--- config.mk ---
export PLATFORM = sky130hd
export DESIGN_NAME = bresenham_line_pixel_generator
export DESIGN_NICKNAME = d
export VERILOG_FILES = /design/src/design/blpg_pkg.sv /design/src/design/bresenham_line_pixel_generator.sv
export SDC_FILE = /design/constraint.sdc
export NUM_CORES = 1
export LEC_CHECK = 0
export BUFFER_PORTS_ARGS = -buffer_cell sky130_fd_sc_hd__clkbuf_2
export CORE_MARGIN = 1.5
export CORE_UTILIZATION = 45
export CTS_CLUSTER_SIZE = 12
export DETAILED_ROUTE_END_ITERATION = 8
export GPL_ROUTABILITY_DRIVEN = 0
export PLACE_DENSITY_LB_ADDON = 0.15
export REMOVE_ABC_BUFFERS = 1
export SLEW_MARGIN = 15
export SYNTH_ARGS = -nofsm -noshare
export SYNTH_HDL_FRONTEND = slang
export SYNTH_SLANG_ARGS = --single-unit
--- constraint.sdc ---
create_clock -name clk -period 6.3 [get_ports clk]
set_input_delay 1.26 -clock clk [delete_from_list [all_inputs] [get_ports clk]]
set_output_delay 1.26 -clock clk [all_outputs]
set_load 0.02 [all_outputs]
--- src/design/blpg_pkg.sv ---
package blpg_pkg;

    localparam int CFG_W      = 13;
    localparam int COORD_W    = 14;
    localparam int DIM_W      = 14;
    localparam int COL_IN_W   = 16;
    localparam int COL_W      = 8;
    localparam int ADDR_W     = 24;
    localparam int DELTA_W    = 15;
    localparam int ERR_W      = 17;
    localparam int REG_IDX_W  = 1;
    localparam int NUM_CHAN   = 4;

    localparam int MAX_DIM_DEFAULT = 4096;

    localparam logic [CFG_W-1:0] WIDTH_RESET  = 13'd640;
    localparam logic [CFG_W-1:0] HEIGHT_RESET = 13'd480;

    localparam logic [REG_IDX_W-1:0] REG_SCREEN_WIDTH  = 1'b0;
    localparam logic [REG_IDX_W-1:0] REG_SCREEN_HEIGHT = 1'b1;

    localparam logic KIND_LOAD = 1'b0;
    localparam logic KIND_TICK = 1'b1;

    typedef logic [COL_W-1:0] colour_t [NUM_CHAN];

    // saturate a signed channel into 0..255
    function automatic logic [COL_W-1:0] clamp_colour(input logic signed [COL_IN_W-1:0] c);
        logic [COL_W-1:0] r;
        if (c < 0)
            r = '0;
        else if (c > 16'sd255)
            r = '1;
        else
            r = c[COL_W-1:0];
        return r;
    endfunction

endpackage

--- src/design/bresenham_line_pixel_generator.sv ---
// a tick passes the state/clip stage, then the address multiply stage, before its pixel is presented
// throughput: one word per cycle on both channels, loads and ticks alike, while px_ready does not hold the pipeline
// a load word produces no pixel; a tick produces exactly one pixel word
// the address multiplier (row times width) sets the second stage
// reset (rst_n low, asynchronous): no line active, screen 640x480, pipeline empty
module bresenham_line_pixel_generator
    import blpg_pkg::*;
#(
    parameter int MAX_DIM = MAX_DIM_DEFAULT
)
(
    input  logic                        clk,
    input  logic                        rst_n,
    // configuration write port
    input  logic                        cfg_we,
    input  logic [REG_IDX_W-1:0]        cfg_index,
    input  logic [CFG_W-1:0]            cfg_data,
    // command channel
    input  logic                        cmd_valid,
    output logic                        cmd_ready,
    input  logic                        kind,
    input  logic signed [COORD_W-1:0]   start_x,
    input  logic signed [COORD_W-1:0]   start_y,
    input  logic signed [COORD_W-1:0]   end_x,
    input  logic signed [COORD_W-1:0]   end_y,
    input  logic signed [COL_IN_W-1:0]  red_in,
    input  logic signed [COL_IN_W-1:0]  green_in,
    input  logic signed [COL_IN_W-1:0]  blue_in,
    input  logic signed [COL_IN_W-1:0]  alpha_in,
    // pixel channel
    output logic                        px_valid,
    input  logic                        px_ready,
    output logic signed [COORD_W-1:0]   pixel_x,
    output logic signed [COORD_W-1:0]   pixel_y,
    output logic [ADDR_W-1:0]           pixel_address,
    output logic [COL_W-1:0]            red_out,
    output logic [COL_W-1:0]            green_out,
    output logic [COL_W-1:0]            blue_out,
    output logic [COL_W-1:0]            alpha_out,
    output logic                        on_screen,
    output logic                        last_pixel,
    output logic                        idle
);

    localparam logic [DIM_W-1:0] MAX_DIM_V = DIM_W'(MAX_DIM);
    localparam int PROD_W = (COORD_W - 1) + DIM_W;

    // screen size registers
    logic [CFG_W-1:0] width_reg, height_reg;

    // line state
    logic                       active_reg;
    logic                       is_steep_reg;
    logic signed [COORD_W-1:0]  major_pos_reg, major_end_reg, minor_pos_reg;
    logic                       minor_dir_reg;
    logic [DELTA_W-1:0]         delta_major_reg, delta_minor_reg;
    logic signed [ERR_W-1:0]    error_acc_reg;
    colour_t                    colour_reg;

    // stage 1: clipped pixel
    logic                       s1_valid_reg;
    logic signed [COORD_W-1:0]  s1_x_reg, s1_y_reg;
    logic [DIM_W-1:0]           s1_w_reg;
    logic                       s1_on_reg, s1_last_reg, s1_idle_reg;
    colour_t                    s1_colour_reg;

    // stage 2: result register
    logic                       out_valid_reg;
    logic signed [COORD_W-1:0]  out_x_reg, out_y_reg;
    logic [ADDR_W-1:0]          out_addr_reg;
    colour_t                    out_colour_reg;
    logic                       out_on_reg, out_last_reg, out_idle_reg;

    // handshake: each stage moves when the one after it has room
    logic s2_en, s1_adv, accept, tick_acc, load_acc;

    assign s2_en     = !out_valid_reg || px_ready;
    assign s1_adv    = s1_valid_reg && s2_en;
    assign cmd_ready = !s1_valid_reg || s2_en;
    assign accept    = cmd_valid && cmd_ready;
    assign tick_acc  = accept && (kind == KIND_TICK);
    assign load_acc  = accept && (kind == KIND_LOAD);

    // load setup: steep test, axis swap, endpoint ordering
    logic signed [DELTA_W-1:0]  ddx, ddy, adx, ady, ld_dy;
    logic                       ld_steep;
    logic signed [COORD_W-1:0]  sx0, sy0, sx1, sy1;
    logic signed [COORD_W-1:0]  ox0, oy0, ox1, oy1;
    logic signed [DELTA_W-1:0]  ld_dmaj;

    always_comb
    begin
        ddx = DELTA_W'(start_x) - DELTA_W'(end_x);
        ddy = DELTA_W'(start_y) - DELTA_W'(end_y);
        adx = ddx[DELTA_W-1] ? -ddx : ddx;
        ady = ddy[DELTA_W-1] ? -ddy : ddy;
        ld_steep = $unsigned(adx) < $unsigned(ady);
        sx0 = ld_steep ? start_y : start_x;
        sy0 = ld_steep ? start_x : start_y;
        sx1 = ld_steep ? end_y   : end_x;
        sy1 = ld_steep ? end_x   : end_y;
        if (sx0 > sx1)
        begin
            ox0 = sx1;
            oy0 = sy1;
            ox1 = sx0;
            oy1 = sy0;
        end
        else
        begin
            ox0 = sx0;
            oy0 = sy0;
            ox1 = sx1;
            oy1 = sy1;
        end
        ld_dy   = DELTA_W'(oy1) - DELTA_W'(oy0);
        ld_dmaj = DELTA_W'(ox1) - DELTA_W'(ox0);
    end

    // tick: clip current pixel and advance the error term
    logic [DIM_W-1:0]           w_eff, h_eff;
    logic signed [COORD_W:0]    x_ext, y_ext, w_s, h_s, x_pb, y_pb;
    logic                       pix_on, pix_last, minor_step;
    logic signed [ERR_W-1:0]    err_add;
    logic signed [ERR_W:0]      err_twice;

    always_comb
    begin
        w_eff = ({1'b0, width_reg}  > MAX_DIM_V) ? MAX_DIM_V : {1'b0, width_reg};
        h_eff = ({1'b0, height_reg} > MAX_DIM_V) ? MAX_DIM_V : {1'b0, height_reg};
        w_s   = signed'({1'b0, w_eff});
        h_s   = signed'({1'b0, h_eff});
        x_ext = (COORD_W+1)'(is_steep_reg ? minor_pos_reg : major_pos_reg);
        y_ext = (COORD_W+1)'(is_steep_reg ? major_pos_reg : minor_pos_reg);
        // a coordinate sitting exactly on the far edge is pulled back inside
        x_pb  = (x_ext == w_s) ? x_ext - (COORD_W+1)'(1) : x_ext;
        y_pb  = (y_ext == h_s) ? y_ext - (COORD_W+1)'(1) : y_ext;
        pix_on = !x_pb[COORD_W] && (x_pb < w_s) && !y_pb[COORD_W] && (y_pb < h_s);
        pix_last = major_pos_reg >= major_end_reg;
        err_add = error_acc_reg + signed'(ERR_W'(delta_minor_reg));
        err_twice = {err_add, 1'b0};
        minor_step = err_twice > signed'((ERR_W+1)'(delta_major_reg));
    end

    // address stage: row times width plus column
    logic [PROD_W-1:0] addr_full;

    assign addr_full = PROD_W'(s1_y_reg[COORD_W-2:0]) * PROD_W'(s1_w_reg)
                     + PROD_W'(s1_x_reg[COORD_W-2:0]);

    always_ff @(posedge clk or negedge rst_n)
    begin
        if (!rst_n)
        begin
            width_reg       <= WIDTH_RESET;
            height_reg      <= HEIGHT_RESET;
            active_reg      <= 1'b0;
            is_steep_reg    <= 1'b0;
            major_pos_reg   <= '0;
            major_end_reg   <= '0;
            minor_pos_reg   <= '0;
            minor_dir_reg   <= 1'b0;
            delta_major_reg <= '0;
            delta_minor_reg <= '0;
            error_acc_reg   <= '0;
            colour_reg      <= '{default: '0};
            s1_valid_reg    <= 1'b0;
            out_valid_reg   <= 1'b0;
        end
        else
        begin
            if (cfg_we && cfg_index == REG_SCREEN_WIDTH)
                width_reg <= cfg_data;
            if (cfg_we && cfg_index == REG_SCREEN_HEIGHT)
                height_reg <= cfg_data;

            if (load_acc)
            begin
                // a new line replaces whatever was in flight
                active_reg      <= 1'b1;
                is_steep_reg    <= ld_steep;
                major_pos_reg   <= ox0;
                major_end_reg   <= ox1;
                minor_pos_reg   <= oy0;
                minor_dir_reg   <= ld_dy[DELTA_W-1];
                delta_major_reg <= ld_dmaj;
                delta_minor_reg <= ld_dy[DELTA_W-1] ? -ld_dy : ld_dy;
                error_acc_reg   <= '0;
                colour_reg[0]   <= clamp_colour(red_in);
                colour_reg[1]   <= clamp_colour(green_in);
                colour_reg[2]   <= clamp_colour(blue_in);
                colour_reg[3]   <= clamp_colour(alpha_in);
            end
            else if (tick_acc && active_reg)
            begin
                if (minor_step)
                begin
                    minor_pos_reg <= minor_dir_reg ? minor_pos_reg - COORD_W'(1)
                                                   : minor_pos_reg + COORD_W'(1);
                    error_acc_reg <= err_add - signed'(ERR_W'(delta_major_reg));
                end
                else
                    error_acc_reg <= err_add;
                if (pix_last)
                    active_reg <= 1'b0;
                else
                    major_pos_reg <= major_pos_reg + COORD_W'(1);
            end

            if (tick_acc)
                s1_valid_reg <= 1'b1;
            else if (s1_adv)
                s1_valid_reg <= 1'b0;

            if (s1_adv)
                out_valid_reg <= 1'b1;
            else if (px_ready)
                out_valid_reg <= 1'b0;
        end
    end

    // payload registers, no reset
    always_ff @(posedge clk)
    begin
        if (tick_acc)
        begin
            if (active_reg)
            begin
                s1_x_reg      <= x_pb[COORD_W-1:0];
                s1_y_reg      <= y_pb[COORD_W-1:0];
                s1_w_reg      <= w_eff;
                s1_on_reg     <= pix_on;
                s1_last_reg   <= pix_last;
                s1_idle_reg   <= 1'b0;
                s1_colour_reg <= colour_reg;
            end
            else
            begin
                // tick with no line: empty pixel flagged idle
                s1_x_reg      <= '0;
                s1_y_reg      <= '0;
                s1_w_reg      <= '0;
                s1_on_reg     <= 1'b0;
                s1_last_reg   <= 1'b0;
                s1_idle_reg   <= 1'b1;
                s1_colour_reg <= '{default: '0};
            end
        end

        if (s1_adv)
        begin
            out_x_reg      <= s1_x_reg;
            out_y_reg      <= s1_y_reg;
            out_addr_reg   <= s1_on_reg ? addr_full[ADDR_W-1:0] : '0;
            out_colour_reg <= s1_colour_reg;
            out_on_reg     <= s1_on_reg;
            out_last_reg   <= s1_last_reg;
            out_idle_reg   <= s1_idle_reg;
        end
    end

    assign px_valid      = out_valid_reg;
    assign pixel_x       = out_x_reg;
    assign pixel_y       = out_y_reg;
    assign pixel_address = out_addr_reg;
    assign red_out       = out_colour_reg[0];
    assign green_out     = out_colour_reg[1];
    assign blue_out      = out_colour_reg[2];
    assign alpha_out     = out_colour_reg[3];
    assign on_screen     = out_on_reg;
    assign last_pixel    = out_last_reg;
    assign idle          = out_idle_reg;

    // the final pixel of a line ends it
    a_last_ends_line: assert property (@(posedge clk) disable iff (!rst_n)
        (tick_acc && active_reg && pix_last && !load_acc) |=> !active_reg)
        else $error("line still active after its last pixel");

    // an idle word carries no pixel
    a_idle_empty: assert property (@(posedge clk) disable iff (!rst_n)
        (px_valid && idle) |-> (!on_screen && !last_pixel && pixel_address == '0))
        else $error("idle word carries pixel data");

    // an on-screen pixel has nonnegative coordinates
    a_on_screen_coords: assert property (@(posedge clk) disable iff (!rst_n)
        (px_valid && on_screen) |-> (!pixel_x[COORD_W-1] && !pixel_y[COORD_W-1]))
        else $error("on-screen pixel with negative coordinate");

    // both stages full and blocked keep the command channel stalled
    a_backpressure: assert property (@(posedge clk) disable iff (!rst_n)
        (s1_valid_reg && out_valid_reg && !px_ready) |-> !cmd_ready)
        else $error("command accepted with both stages blocked");

endmodule

=== After elaboration in Yosys (flattened, before gate mapping) ===
Index checks and enable logic that the tools add are counted.

* Register bits: 316
* Output and inout port bits: 89

* Order comparisons: 16
* Mux-type cells: 43
* Add/sub/neg operators: 15
* Multipliers: 1
* Eq/ne operators: 3
* Bitwise gates (word level): 2
* Reductions and logical operators: 24

{| class="wikitable"
|+ Operators with widths
! cell !! number
|-
| 14-bit two-way mux || 15
|-
| 15-bit two-way mux || 7
|-
| 16-bit by 9-bit greater-than comparator with 1-bit output (second input constant) || 4
|-
| 16-bit by 1-bit < comparator with 1-bit output (second input constant) || 4
|-
| 8-bit two-way mux || 8
|-
| 14-bit by 14-bit subtractor with 15-bit output || 4
|-
| 17-bit two-way mux || 3
|-
| 15-bit negator || 3
|-
| 15-bit by 14-bit equality test with 1-bit output || 2
|-
| 15-bit by 14-bit < comparator with 1-bit output || 2
|-
| 15-bit by 2-bit subtractor with 15-bit output (second input constant) || 2
|-
| 14-bit by 2-bit adder with 14-bit output (second input constant) || 2
|-
| 13-bit greater-than comparator (second input constant) || 2
|-
| 13-bit two-way mux || 2
|-
| 24-bit by 13-bit adder with 24-bit output || 1
|-
| 13-bit by 14-bit multiplier with 24-bit output || 1
|-
| 18-bit by 16-bit greater-than comparator with 1-bit output || 1
|-
| 17-bit by 16-bit adder with 17-bit output || 1
|-
| 17-bit by 16-bit subtractor with 17-bit output || 1
|-
| 15-bit < comparator || 1
|-
| 14-bit greater-or-equal comparator || 1
|-
| 14-bit greater-than comparator || 1
|-
| 14-bit by 2-bit subtractor with 14-bit output (second input constant) || 1
|-
| 1-bit logical AND || 10
|-
| 7 further kinds || 25
|}

=== Longest topological paths before layout ===
Gate-level depths: netlist of the first run.

* Depth after elaboration: 10
* Mapped depth: 60

=== Least setup slack after synthesis of the first run ===
No wires, ideal clock.

* Path type: in2reg
* From: in start_x[0]
* To: reg delta_minor_reg[13]
* Stages on the path: 58
* Required time: 6167 ps
* Buffers on the path: 8
* Data arrival time: 12166 ps
* Library setup time: 133 ps
* Slack: -6000 ps
* Path through: inv_1 > ha_1 > inv_1 > fa_1 > a21o_1 > a21oi_1 > o21ai_0 > a21oi_1 > o21ai_0 > a21oi_1 > o21bai_1 > a2111o_1 > a31oi_1 > nand3_1 > o21ai_0 > clkbuf_1 > o31ai_1 > xnor2_1 > (+22 left out) > nand2_1 > o211ai_1 > o21ai_0 > ha_1 > fa_1 > nor2b_1 > o21ai_0 > a21boi_0 > o21ai_0 > a21boi_0 > o21ai_0 > a21boi_0 > o21ai_0 > a21boi_0 > o211ai_1 > o31ai_1 > xnor2_1 > o21ai_0

* Cells in the longest elaborated chain, start to end: 10

{| class="wikitable"
|+ Ends and longest elaborated chain
! what !! RTL line !! source
|-
| from (decl) || bresenham_line_pixel_generator.sv:22 || <nowiki>input logic signed [COORD_W-1:0] start_x,</nowiki>
|-
| 14-bit by 14-bit subtractor with 15-bit output || bresenham_line_pixel_generator.sv:93 || <nowiki>ddx = DELTA_W'(start_x) - DELTA_W'(end_x);</nowiki>
|-
| 15-bit negator || bresenham_line_pixel_generator.sv:95 || <nowiki>adx = ddx[DELTA_W-1] ? -ddx : ddx;</nowiki>
|-
| 15-bit two-way mux || bresenham_line_pixel_generator.sv:95 ||
|-
| 15-bit < comparator || bresenham_line_pixel_generator.sv:97 || <nowiki>ld_steep = $unsigned(adx) < $unsigned(ady);</nowiki>
|-
| 14-bit two-way mux (on tied branches) || bresenham_line_pixel_generator.sv:98, bresenham_line_pixel_generator.sv:100 ||
|-
| 14-bit greater-than comparator || bresenham_line_pixel_generator.sv:102 || <nowiki>if (sx0 > sx1)</nowiki>
|-
| 14-bit two-way mux || bresenham_line_pixel_generator.sv:102 ||
|-
| 14-bit by 14-bit subtractor with 15-bit output * || bresenham_line_pixel_generator.sv:116 || <nowiki>ld_dy = DELTA_W'(oy1) - DELTA_W'(oy0);</nowiki>
|-
| 15-bit negator || bresenham_line_pixel_generator.sv:187 || <nowiki>delta_minor_reg <= ld_dy[DELTA_W-1] ? -ld_dy : ld_dy;</nowiki>
|-
| 15-bit two-way mux * || bresenham_line_pixel_generator.sv:187 ||
|-
| to (signal assigned) || bresenham_line_pixel_generator.sv:187 ||
|-
| to (decl) || bresenham_line_pixel_generator.sv:56 || <nowiki>logic [DELTA_W-1:0] delta_major_reg, delta_minor_reg;</nowiki>
|}

Every way passes the cells marked *; elsewhere a longest branch is shown, timed or not.
A chain may end at the register's enable or synchronous reset.

=== Final worst setup path of the first run ===
* From: in start_y[0]
* To: reg minor_pos_reg[0]

* Cells in the longest elaborated chain, start to end: 8

{| class="wikitable"
|+ Ends and longest elaborated chain
! what !! RTL line !! source
|-
| from (decl) || bresenham_line_pixel_generator.sv:23 || <nowiki>input logic signed [COORD_W-1:0] start_y,</nowiki>
|-
| 14-bit by 14-bit subtractor with 15-bit output || bresenham_line_pixel_generator.sv:94 || <nowiki>ddy = DELTA_W'(start_y) - DELTA_W'(end_y);</nowiki>
|-
| 15-bit negator || bresenham_line_pixel_generator.sv:96 || <nowiki>ady = ddy[DELTA_W-1] ? -ddy : ddy;</nowiki>
|-
| 15-bit two-way mux || bresenham_line_pixel_generator.sv:96 ||
|-
| 15-bit < comparator || bresenham_line_pixel_generator.sv:97 ||
|-
| 14-bit two-way mux (on tied branches) || bresenham_line_pixel_generator.sv:98, bresenham_line_pixel_generator.sv:100 ||
|-
| 14-bit greater-than comparator || bresenham_line_pixel_generator.sv:102 ||
|-
| 14-bit two-way mux * || bresenham_line_pixel_generator.sv:102 ||
|-
| 14-bit two-way mux * || bresenham_line_pixel_generator.sv:177 || <nowiki>if (load_acc)</nowiki>
|-
| to (signal assigned) || bresenham_line_pixel_generator.sv:184 || <nowiki>minor_pos_reg <= oy0;</nowiki>
|-
| to (signal assigned) || bresenham_line_pixel_generator.sv:198 || <nowiki>minor_pos_reg <= minor_dir_reg ? minor_pos_reg - COORD_W'(1)</nowiki>
|-
| to (decl) || bresenham_line_pixel_generator.sv:54 || <nowiki>logic signed [COORD_W-1:0] major_pos_reg, major_end_reg, minor_pos_reg;</nowiki>
|}

Marks and branches as above.

==> results of run 1 <==
## metal layers
layer  vias up  part of all wire
met5         -                 0
met4         0             0.056
met3       267             0.048
met2       814              0.50
met1     12233              0.40
li1      12049                 -
## through the flow
stage / setup slack (ps) / setup TNS, ps / hold WS [ps] / std cells
2_1_floorplan: -8590 / -468950 / 400 / 2956
3_3_place_gp: -4780 / -219100 / 401 / 4435
3_5_place_dp: -5180 / -236760 / 405 / 4435
4_1_cts: -3700 / -162470 / 414 / 4565
5_1_grt: -4190 / -182940 / 420 / 4591
6_report: -3770 / -160750 / 416 / 4591
## Yosys cell counts, drive strengths merged (6+ instances only)
library cell | instances | area, um2
o41ai | 6 | 52.6
a211oi | 23 | 173
o21bai | 18 | 139
fa | 135 | 2700
edfxtp | 163 | 4890
a21boi | 24 | 180
maj3 | 12 | 120
nor3b | 7 | 52.6
a311o | 6 | 60.1
mux2 | 42 | 477
ha | 244 | 3050
nand4 | 21 | 131
dfstp | 6 | 158
o211ai | 32 | 240
or3 | 31 | 194
a21oi | 145 | 729
nor4 | 17 | 113
or2 | 7 | 43.8
a31o | 8 | 70.1
nor3 | 48 | 240
nand2 | 381 | 1430
a21o | 32 | 240
nand2b | 22 | 138
a311oi | 7 | 61.3
mux2i | 58 | 597
o31ai | 45 | 348
and3 | 26 | 168
o31a | 9 | 78.8
nor2b | 39 | 244
dfrtp | 146 | 3650
xor2 | 68 | 596
nor2 | 235 | 882
inv | 277 | 1040
or4 | 10 | 78.8
a22oi | 9 | 67.6
xnor2 | 108 | 946
nand3 | 54 | 270
buf | 29 | 134
and2 | 152 | 951
nor4b | 7 | 61.3
o21a | 21 | 158
a31oi | 29 | 181
clkbuf | 94 | 353
nand3b | 6 | 45.0
o21ai | 176 | 885
## cell type report
type	count	area (um2)
multi-input cells	2364	18900
repair buffers	775	5680
well taps	790	988
fillers	5286	25000
clock inverters	19	160
flip-flops and latches	315	8710
inverters	278	1050
clock buffers	50	1030
## worst paths after layout
kind,endpoint,slack (ps),start,depth (start not counted)
worst max-delay path,minor_pos_reg[0],-3770,start_y[0],58
worst min-delay path,alpha_out[3],420,s1_colour_reg[3],0
worst max register to register,pixel_address[21],-20,s1_w_reg[1],21
worst min register to register,alpha_out[3],420,s1_colour_reg[3],0
max in group asynchronous,colour_reg[31],4740,rst_n,2
min in group asynchronous,width_reg[2],810,rst_n,2
## cell families after synthesis
kind of cell,count (synthesis)
multiplexers,100
XOR/XNOR,176
AO/OA/AOI/OAI,627
buffers and inverters,401
adder cells (fa/ha/maj),391
flip-flops,315
AND/OR/NAND/NOR,1069
## timing repair
item                       CTS  global route
gates cloned                10             0
gates resized for setup    245           161
pin swaps                   93            94
buffers inserted            52            31
setup endpoints to repair   75            78
==> metrics.cfg, run 1 <==
[timing]
period_needed_ps = 10070
tightest_slew_ps = 1000
timing.fmax_ghz = 0.0993
min_period_over_period = 1.60
grt_setup_unrepaired = yes
max_slew_margin = 0.331
fin_ws_ps = -3770
skew_ps = 28.0
finalHoldViolations = 0
slew_violations = 0
setup_viol = 73

[yosys]
synth.mux.area_fraction = 0.0385
synthArstFlopShare = 0.483
synthCells = 3079
synth_cell_type_count = 88
synth_fa_ha_area_frac = 0.211
seq_area_frac_synth = 0.313
synth_edf_count = 163
synth_seq_cells = 315
synth_xor_area_frac = 0.0553
netlist_area_um2 = 27900
synth-main-ff-cell = edfxtp_1
synth_compound_area_frac = 0.145
yosysWarnings = 0
syn_avg_cell_area_um2 = 9.05
synth_top_family_by_area = adder cells
yosys.area_share.simple = 0.183

[grt]
grtUsageMet2 = 0.467
use_met3 = 0.0328
grt-busiest-layer = met2
grt_overflow = 0
grt_max_degree = 153
grt_pass1_vias = 25808
groute.usage.overall = 0.261
grtUsageMet1 = 0.307
grt_pass1_wl_mm = 133
antenna_found_initial = 0

[clocking]
clk_pin_slew_ps = 60
clock-root-buffer = clkbuf_16
hold_buffers = 0
cts_tree = built
cts-htree-levels = 2
numCtsBuffers = 38
clock_latency_ps = 560
cts_buffer_depth = 3
cts.sinks = 315

[detailed_routing]
firstDrtPassIters = 7
drtAntennaViolNets = 0
wire_per_inst_um = 18.4
drtIter0Drc = 1633
route.detailed.drc = 0
wirelength_mm = 84.5
vias = 25363
vias_per_cell = 5.52

[cells_and_area]
utilization = 0.593
area_delta_synth_final_pct = 30.9
final_layout_size_suffix_gt1_frac = 0.294
antenna_cells = 0
final_common_cell = buf_4
nNetsFinal = 4291
final_area_um2 = 36500
layout_common_cells = buf_4 (491), nand2_1 (360), inv_1 (267)

[setup_path]
path_max_fanout = 5
startpoint_type = input pin
cp.required_ps = 6720
cp_common_cell = buf_4
cp_slowest_cell = or4_4
worst-path-buf-inv = 29
critPathKind = in -> reg
crit_family = buffers and inverters
critPathCaptureType = flop
arrival_ps = 10490
cpPeakStageDelay_ps = 490

[die]
die_area_um2 = 63400
initial_utilization = 0.453
die_w_um = 252
io_pins = 229
core_um2 = 61500
rows = 91
die_y_um = 252

[hold_path]
hp-class = reg -> reg

[run_status]
run_status = finished with violations
violations = negative setup slack

[place]
dpl.hpwl_mm = 64.6
io_buffer_count = 228
dpl_cell_area_um2 = 33000

[job]
cap_violations = 0

Power of run 1 is left out: the tool's default activity adds up to more than one toggle a clock period on the data nets, which glitch-free logic cannot reach.
==> run 2: changes to the inputs <==
REMOVE_ABC_BUFFERS = default   (was 1)
==> run 2 against run 1 <==
The run still ends with negative setup slack left. Die area unchanged. Global-route usage increased by 0.85 points. Worst setup slack got worse by 3.5 ps. Via count is 0.57% higher. Cell count rose by 0.28%. Routed wire length increased by 3.6%. Worst hold slack got worse by 1.2 ps. Largest cell class unchanged.
==> metrics.cfg, run 2 (synthesis results as in run 1) <==
[cells_and_area]
final_area_um2 = 37200
area_delta_synth_final_pct = 33.4
final_common_cell = buf_4
utilization = 0.604
layout_common_cells = buf_4 (483), nand2_1 (344), inv_1 (266)
final_layout_size_suffix_gt1_frac = 0.316
nNetsFinal = 4303
antenna_cells = 0

[setup_path]
worst-path-buf-inv = 12
startpoint_type = input pin
arrival_ps = 10500
cpPeakStageDelay_ps = 380
path_max_fanout = 8
cp.required_ps = 6730
critPathCaptureType = flop
crit_family = compound AO/OA/AOI/OAI gates
r2r_slack_ps = -70
critPathKind = in -> reg
cp_slowest_cell = fa_2
cp_common_cell = a21oi_2

[clocking]
clk_pin_slew_ps = 60
cts-htree-levels = 2
cts_tree = built
numCtsBuffers = 38
cts_buffer_depth = 3
clock-root-buffer = clkbuf_16
cts.sinks = 315
clock_latency_ps = 580
hold_buffers = 0

[die]
die_area_um2 = 63400
die_w_um = 252
rows = 91
initial_utilization = 0.453
die_y_um = 252
core_um2 = 61500
io_pins = 229

[place]
dpl_cell_area_um2 = 33200
io_buffer_count = 228
pre_cts_slack_ps = -4570
dpl.hpwl_mm = 66.5

[job]
cap_violations = 0

[detailed_routing]
vias_per_cell = 5.54
drtAntennaViolNets = 0
wire_per_inst_um = 19.0
vias = 25507
drtIter0Drc = 1829
route.detailed.drc = 0
firstDrtPassIters = 7
wirelength_mm = 87.5

[grt]
grt_pass1_vias = 25287
grt_overflow = 0
antenna_found_initial = 2
grt_max_degree = 108
grt_pass1_wl_mm = 136
groute.usage.overall = 0.270

[timing]
finalHoldViolations = 0
finalSetupTns_ps = -164190
grt_setup_unrepaired = yes
slew_violations = 0
tightest_slew_ps = 1070
fin_ws_ps = -3770
setup_viol = 74
period_needed_ps = 10070
timing.fmax_ghz = 0.0993
max_slew_margin = 0.287
min_period_over_period = 1.60
skew_ps = 23.7

[run_status]
violations = negative setup slack
run_status = finished with violations

[yosys]
synth_nets = 3598

[hold_path]
hp-class = reg -> reg

run 2: cell type report:
cell class | count | area, um2
sequential | 315 | 8710
multi-input combinational | 2364 | 19300
fill | 5231 | 24300
clock inverter | 12 | 156
clock buffer | 58 | 1150
timing repair buffer | 787 | 5820
tap | 790 | 988
inverter | 278 | 1070
run 2: metrics by stage:
stage          instances  hold slack, ps
3_5_place_dp        4429             405
6_report            4604             415
5_1_grt             4604             424
4_1_cts             4571             414
2_1_floorplan       3079             400
3_3_place_gp        4429             400
run 2: worst paths after layout:
check,from,end,cells after the start
max in group asynchronous,rst_n,major_end_reg[1],2
worst min-delay path,s1_colour_reg[28],red_out[4],0
min in group asynchronous,rst_n,colour_reg[31],1
worst max-delay path,start_y[0],delta_minor_reg[13],59
worst max register to register,s1_y_reg[3],pixel_address[21],25
worst min register to register,s1_colour_reg[28],red_out[4],0
run 2: metal layers:
metal | track usage | vias to the layer above | part of all wire
met5 | 0 | - | 0.00016
met4 | 0.104 | 2 | 0.042
met3 | 0.0379 | 211 | 0.057
met2 | 0.438 | 869 | 0.47
met1 | 0.366 | 12343 | 0.43
li1 | - | 12082 | -
run 2: what timing repair did:
item,4_1_cts,5_1_grt
setup buffers,74,35
pin swaps,125,95
gates cloned,2,2
resized for setup,228,218
hold endpoints to repair,0,0
endpoints found under the setup margin,76,78
Power of run 2 is left out for the same reason.
